`src/design/sorted_insertion_queue_assert.svh`:
```
// Assertion macros shared by the sorted insertion queue RTL.
// No dependencies; included by files that carry concurrent assertions.
`ifndef SORTED_INSERTION_QUEUE_ASSERT_SVH
`define SORTED_INSERTION_QUEUE_ASSERT_SVH

// Same-cycle implication, disabled during reset.
`define SIQ_ASSERT_NOW(lbl, ck, rn, ante, cons, msg) \
    lbl: assert property (@(posedge ck) disable iff (!rn) (ante) |-> (cons)) else $error(msg);

// Next-cycle implication, disabled during reset.
`define SIQ_ASSERT_NEXT(lbl, ck, rn, ante, cons, msg) \
    lbl: assert property (@(posedge ck) disable iff (!rn) (ante) |=> (cons)) else $error(msg);

`endif

```
`src/design/siq_pkg.sv`:
```
// Shared types for the sorted insertion queue.
// Command and status bundles between siq_ctrl and siq_datapath.
package siq_pkg;

    typedef struct packed {
        logic insert;
        logic rotate;
    } siq_cmd_t;

    typedef struct packed {
        logic full;
        logic last_elem;
    } siq_status_t;

endpackage

```
`src/design/siq_datapath.sv`:
```
// Datapath of the sorted insertion queue: a row of ordered cells, fill count
// and list index. Depends on siq_pkg and sorted_insertion_queue_assert.svh.
`include "sorted_insertion_queue_assert.svh"

module siq_datapath
    import siq_pkg::*;
#(
    parameter int DEPTH = 16
)
(
    input  logic               clk,
    input  logic               rst_n,
    input  logic signed [31:0] new_value,
    input  siq_cmd_t           cmd,
    output siq_status_t        stat,
    output logic signed [31:0] front
);

    localparam int CW = $clog2(DEPTH + 1);
    localparam int IW = $clog2(DEPTH);

    logic signed [31:0] cell_reg  [DEPTH];
    logic signed [31:0] cell_next [DEPTH];
    logic [DEPTH-1:0]   less;
    logic [CW-1:0]      count_reg;
    logic [CW-1:0]      count_next;
    logic [CW-1:0]      count_m1;
    logic [IW-1:0]      idx_reg;
    logic [IW-1:0]      idx_next;

    assign count_m1 = count_reg - CW'(1);

    for (genvar i = 0; i < DEPTH; i++)
    begin : g_cell
        assign less[i] = (CW'(i) < count_reg) && (cell_reg[i] < new_value);

        always_comb
        begin
            cell_next[i] = cell_reg[i];
            if (cmd.insert && !less[i])
            begin
                if (i == 0)
                    cell_next[i] = new_value;
                else if (less[(i == 0) ? 0 : i - 1])
                    cell_next[i] = new_value;
                else
                    cell_next[i] = cell_reg[(i == 0) ? 0 : i - 1];
            end
            else if (cmd.rotate)
            begin
                if (i == DEPTH - 1 || CW'(i) == count_m1)
                    cell_next[i] = cell_reg[0];
                else
                    cell_next[i] = cell_reg[(i == DEPTH - 1) ? i : i + 1];
            end
        end

        always_ff @(posedge clk)
        begin
            cell_reg[i] <= cell_next[i];
        end
    end

    always_comb
    begin
        count_next = count_reg;
        idx_next   = idx_reg;
        if (cmd.insert)
        begin
            count_next = count_reg + CW'(1);
            idx_next   = '0;
        end
        else if (cmd.rotate)
        begin
            idx_next = idx_reg + IW'(1);
        end
    end

    always_ff @(posedge clk or negedge rst_n)
    begin
        if (!rst_n)
        begin
            count_reg <= '0;
            idx_reg   <= '0;
        end
        else
        begin
            count_reg <= count_next;
            idx_reg   <= idx_next;
        end
    end

    assign stat.full      = (count_reg == CW'(DEPTH));
    assign stat.last_elem = (CW'(idx_reg) == count_m1);
    assign front          = cell_reg[0];

    `SIQ_ASSERT_NOW(a_count_bound, clk, rst_n, 1'b1, count_reg <= CW'(DEPTH), "count overflow")
    `SIQ_ASSERT_NOW(a_insert_room, clk, rst_n, cmd.insert, !stat.full && !cmd.rotate, "bad insert")
    `SIQ_ASSERT_NEXT(a_count_step, clk, rst_n, cmd.insert, count_reg == $past(count_reg) + CW'(1), "no step")
    `SIQ_ASSERT_NOW(a_rotate_nonempty, clk, rst_n, cmd.rotate, count_reg != '0, "empty listing")

endmodule

```
`src/design/siq_ctrl.sv`:
```
// Controller of the sorted insertion queue: accept, listing and refusal states.
// Depends on siq_pkg and sorted_insertion_queue_assert.svh.
`include "sorted_insertion_queue_assert.svh"

module siq_ctrl
    import siq_pkg::*;
(
    input  logic        clk,
    input  logic        rst_n,
    input  logic        in_valid,
    output logic        in_stall,
    output logic        out_valid,
    input  logic        out_stall,
    input  siq_status_t stat,
    output siq_cmd_t    cmd,
    output logic        refused,
    output logic        last
);

    typedef enum logic [2:0] {
        ST_IDLE = 3'b001,
        ST_LIST = 3'b010,
        ST_FULL = 3'b100
    } state_t;

    state_t state_reg;
    state_t state_next;
    logic   in_take;
    logic   out_take;

    assign in_stall  = (state_reg != ST_IDLE);
    assign in_take   = in_valid && !in_stall;
    assign out_valid = (state_reg == ST_LIST) || (state_reg == ST_FULL);
    assign out_take  = out_valid && !out_stall;

    assign cmd.insert = in_take && !stat.full;
    assign cmd.rotate = (state_reg == ST_LIST) && out_take;
    assign refused    = (state_reg == ST_FULL);
    assign last       = refused || stat.last_elem;

    always_comb
    begin
        state_next = state_reg;
        unique case (state_reg)
            ST_IDLE:
            begin
                if (in_take)
                    state_next = stat.full ? ST_FULL : ST_LIST;
            end
            ST_LIST:
            begin
                if (out_take && stat.last_elem)
                    state_next = ST_IDLE;
            end
            ST_FULL:
            begin
                if (out_take)
                    state_next = ST_IDLE;
            end
            default:
            begin
                state_next = ST_IDLE;
            end
        endcase
    end

    always_ff @(posedge clk or negedge rst_n)
    begin
        if (!rst_n)
            state_reg <= ST_IDLE;
        else
            state_reg <= state_next;
    end

    `SIQ_ASSERT_NOW(a_no_overlap, clk, rst_n, out_valid, in_stall, "request accepted while results pending")
    `SIQ_ASSERT_NEXT(a_refuse_path, clk, rst_n, in_take && stat.full, state_reg == ST_FULL, "full queue not refused")
    `SIQ_ASSERT_NEXT(a_list_path, clk, rst_n, in_take && !stat.full, state_reg == ST_LIST, "insert not followed by listing")

endmodule

```
`src/design/sorted_insertion_queue.sv`:
```
// Sorted insertion queue: holds up to DEPTH signed 32-bit values in ascending
// order. Each request inserts one value (or is refused with a single status
// result when the queue is full) and then lists the whole queue front to back.
// Timing: when a request is taken, the value is placed by a parallel
// compare-and-shift across the cell row; then n results follow, one per cycle
// while out_stall is low, with n the fill after insertion, read from the front
// of the row as it rotates. The next request can be taken in the cycle after
// the last result is taken.
// Depends on siq_pkg, siq_ctrl and siq_datapath.
module sorted_insertion_queue
    import siq_pkg::*;
#(
    parameter int DEPTH = 16
)
(
    input  logic               clk,
    input  logic               rst_n,
    input  logic               in_valid,
    output logic               in_stall,
    input  logic signed [31:0] new_value,
    output logic               out_valid,
    input  logic               out_stall,
    output logic signed [31:0] listed_value,
    output logic               status,
    output logic               last
);

    siq_cmd_t           cmd;
    siq_status_t        stat;
    logic signed [31:0] front;
    logic               refused;

    siq_ctrl u_ctrl (
        .clk       (clk),
        .rst_n     (rst_n),
        .in_valid  (in_valid),
        .in_stall  (in_stall),
        .out_valid (out_valid),
        .out_stall (out_stall),
        .stat      (stat),
        .cmd       (cmd),
        .refused   (refused),
        .last      (last)
    );

    siq_datapath #(
        .DEPTH (DEPTH)
    ) u_datapath (
        .clk       (clk),
        .rst_n     (rst_n),
        .new_value (new_value),
        .cmd       (cmd),
        .stat      (stat),
        .front     (front)
    );

    assign status       = refused;
    assign listed_value = refused ? '0 : front;

endmodule

```
`config.mk`:
```
export PLATFORM = sky130hd
export DESIGN_NAME = sorted_insertion_queue
export DESIGN_NICKNAME = d
export VERILOG_FILES = /design/src/design/siq_pkg.sv /design/src/design/siq_datapath.sv /design/src/design/siq_ctrl.sv /design/src/design/sorted_insertion_queue.sv
export VERILOG_INCLUDE_DIRS = /design/src /design/src/design
export SDC_FILE = /design/constraint.sdc
export NUM_CORES = 2
export LEC_CHECK = 0
export ABC_AREA = 1
export BUFFER_PORTS_ARGS = -buffer_cell sky130_fd_sc_hd__buf_2
export CORE_MARGIN = 4
export CORE_UTILIZATION = 33
export DETAILED_ROUTE_END_ITERATION = 10
export MAX_ROUTING_LAYER = met4
export SLEW_MARGIN = 40
export SYNTH_ARGS = -nofsm -noshare
export SYNTH_HDL_FRONTEND = slang
export SYNTH_SLANG_ARGS = --single-unit
```
`constraint.sdc`:
```
create_clock -name clk -period 4.51 [get_ports clk]
set_clock_uncertainty 0.15 [all_clocks]
set_input_delay 0.902 -clock clk [delete_from_list [all_inputs] [get_ports clk]]
set_output_delay 0.902 -clock clk [all_outputs]
set_load 0.01 [all_outputs]
```
==> key figures <==
Synthesis
  • Count of state elements after synthesis: 524
  • Post-synth net total: 7,326
  • Yosys cell types: 38
  • Post-Syn Instances: 6,786
  • Syn avg cell area: 6.88 um^2
  • Register area share after synthesis: 33.6%
  • Synth Warn #: 0
  • Synthesized area: 0.0467 mm^2

Global routing
  • Tot GR Track Use: 28.3%
  • GR Overflow Total: 0
  • Antenna violations before repair: 6
  • Largest net degree at the start of global routing: 65
  • Vias in the first global route: 46,410
  • First-pass GRT wire length: 304,000 um

Detailed routing
  • DRC viols: 0
  • Iteration count of the initial detailed-routing pass: 9
  • Routed Antenna Nets: 0
  • Via count: 49,812
  • WL/cell: 24.2 um
  • Total detailed-routing wirelength: 209,000 um
  • First DRT Iteration DRCs: 6,376
  • DR vias/cell: 5.77

Clocking
  • Clock slew at reported path FFs: 60 ps
  • CTS H-tree depth: 3
  • Clock latency on the worst-skew pair: 670 ps
  • CTS Root Buffer Type: clkbuf_16
  • CTS tree: built
  • Clock Sinks: 524
  • Clk buf depth: 3
  • Cts bufs inserted: 68
  • CTS resizes: 0

Worst setup path
  • Setup crit start kind: flop
  • Crit path DAT: 3040 ps
  • Crit-path max FO: 10
  • Crit. End Element: output pin
  • CP required: 3460 ps
  • Critical path type: flop to output pin

Place
  • I/O Buffers: 71
  • Dpl hpwl: 145,000 um
  • Gpl congestion: 0.963

Cells and area
  • Commonest non-fill, non-tap cells in the layout: nand2_1 (3,375), o21ai_0 (543), edfxtp_1 (512)
  • Fillers: 15,062
  • Commonest non-fill, non-tap cell in the layout: nand2_1
  • NumNets Final: 7,254
  • Flip-flop and latch area: 0.0157 mm^2
  • Share of cells above drive strength 1: 7.53%
  • Multi-input logic area: 0.0281 mm^2
  • Max FFs per register: 512
  • Area delta synth->final: 10.7%
  • Final core utilization: 36.9%

Power and ir drop
  • Peak supply drop: 0.474 mV
  • PwrDens: 851 mW/mm^2
  • Pleak: 25.8 nW

Floorplanning
  • Core Rows: 137
  • Die height: 384 um
  • Die X: 384 um
  • Core Area: 0.140 mm^2
  • DIE AREA: 0.147 mm^2
  • Starting density of the core: 33.3%
  • Io pins: 72

STA
  • Hold Fails Final Rpt: 0
  • Crit path time final: 4090 ps
  • RSZ-0062 raised after global routing: false
  • Setup TNS: 0 ps
  • Fmax: 0.244 GHz
  • Slew Viols, Final: 0
  • Period utilisation layout: 90.7%
  • Worst-Margin Slew: 886 ps
  • Max_slew headroom: 40.9%
  • Setup-failing EPs final: 0

Status
  • Status: completed

Min path
  • Hold Path Class: primary input to flop

Flow run
  • Max capacitance violation total: 0
[repair_timing]
item / CTS / global route
setup buffers: 0 / 0
hold buffers: 1 / 0
hold endpoints to repair: 11 / 0
[metal layers]
layer | GRT usage (%) | share of wire, % | up-vias
met2 | 43.5 | 44 | 2870
li1 | - | - | 22642
met4 | 13.9 | 5.9 | 0
met1 | 36.0 | 40 | 23631
met5 | - | 0 | -
met3 | 5.14 | 10 | 669
[cells in the mapped netlist]
master	number	area (um^2)
inv_2	22	82.6
a31oi_1	5	31.3
buf_4	14	105
o21ai_1	3	15.0
clkinv_1	4	15.0
o31ai_1	1	7.51
buf_2	183	916
nor4_1	3	18.8
o211ai_1	4	30.0
a41oi_2	1	16.3
buf_1	5	18.8
a31o_2	1	8.76
ha_1	504	6310
nand2_2	32	200
nor2_1	175	657
a21oi_1	245	1230
edfxtp_1	512	15400
nand3_2	23	230
or2_2	1	6.26
nand2_1	3381	12700
dfrtp_1	11	275
dfstp_2	1	26.3
xor2_1	5	43.8
nor2_2	5	31.3
inv_1	223	837
o21a_1	15	113
nor2_4	1	11.3
clkbuf_2	2	10.0
a41oi_1	1	8.76
nand4_1	500	3130
clkbuf_1	262	983
o21ai_2	2	17.5
nand3b_1	6	45.0
nand3_1	57	285
o21bai_1	1	7.51
nor3_1	30	150
o21ai_0	544	2720
xnor2_1	1	8.76
[where the power goes]
part / leakage (nW) / internal (mW) / switching (mW)
registers: 4.95 / 9.38 / 2.76
logic: 19.9 / 7.92 / 18.4
clock network: 1.03 / 3.18 / 2.36
[cell type report]
class	instances	share of cell area, %
clock buffer	90	3.62
antenna	4	0.0194
tap	1876	4.54
multi-input combinational	5547	54.3
sequential	524	30.3
clock inverter	24	0.460
inverter	249	1.81
timing repair buffer	324	4.86
[final timing paths]
kind	cells past startpoint	endpoint	slack, ps	from
max reg2reg	13	u_datapath.cell_reg[1][45]	620	u_datapath.count_reg[0]
max in group asynchronous	2	u_ctrl.state_reg[0]	3350	rst_n
min reg2reg	2	u_datapath.idx_reg[3]	420	u_datapath.idx_reg[3]
min	3	u_ctrl.state_reg[1]	380	out_stall
min in group asynchronous	2	u_datapath.count_reg[4]	550	rst_n
max	11	last	420	u_datapath.count_reg[0]
[worst max-delay path, stage by stage, from the launching register on]
cell,delay [ps]
dfrtp_1,600
inv_2,200
ha_1,270
nand2_1,70
nor2_1,50
inv_1,140
nor2_1,70
nor2_1,320
nor3_1,90
o21ai_0,270
nand2_1,110
buf_2,170
[kinds of logic (layout without fill, tap and decap cells)]
kind of cell	after synthesis	count (layout)	share of synthesized area, %
and+or+nand+nor	4214	4214	37.4
xor gates and xnor gates	6	6	0.113
AOI/OAI and AO/OA	823	823	9.01
buffers and inverters	715	687	6.36
adders and majority gates	504	504	13.5
DFF	524	524	33.6
other	0	4	0
[through the flow]
stage	area (um^2)	instances	hold WS (ps)	power, mW	setup WS, ps
final	51700	8638	379	44.0	419
after CTS	51600	8634	343	43.2	413
after detailed placement	49500	8519	396	37.6	362
after global placement	49500	8517	387	37.1	434
after floorplan	46700	6786	366	28.5	48.0
after global routing	51700	8637	374	47.2	285
(Power assumes the default switching activity.)
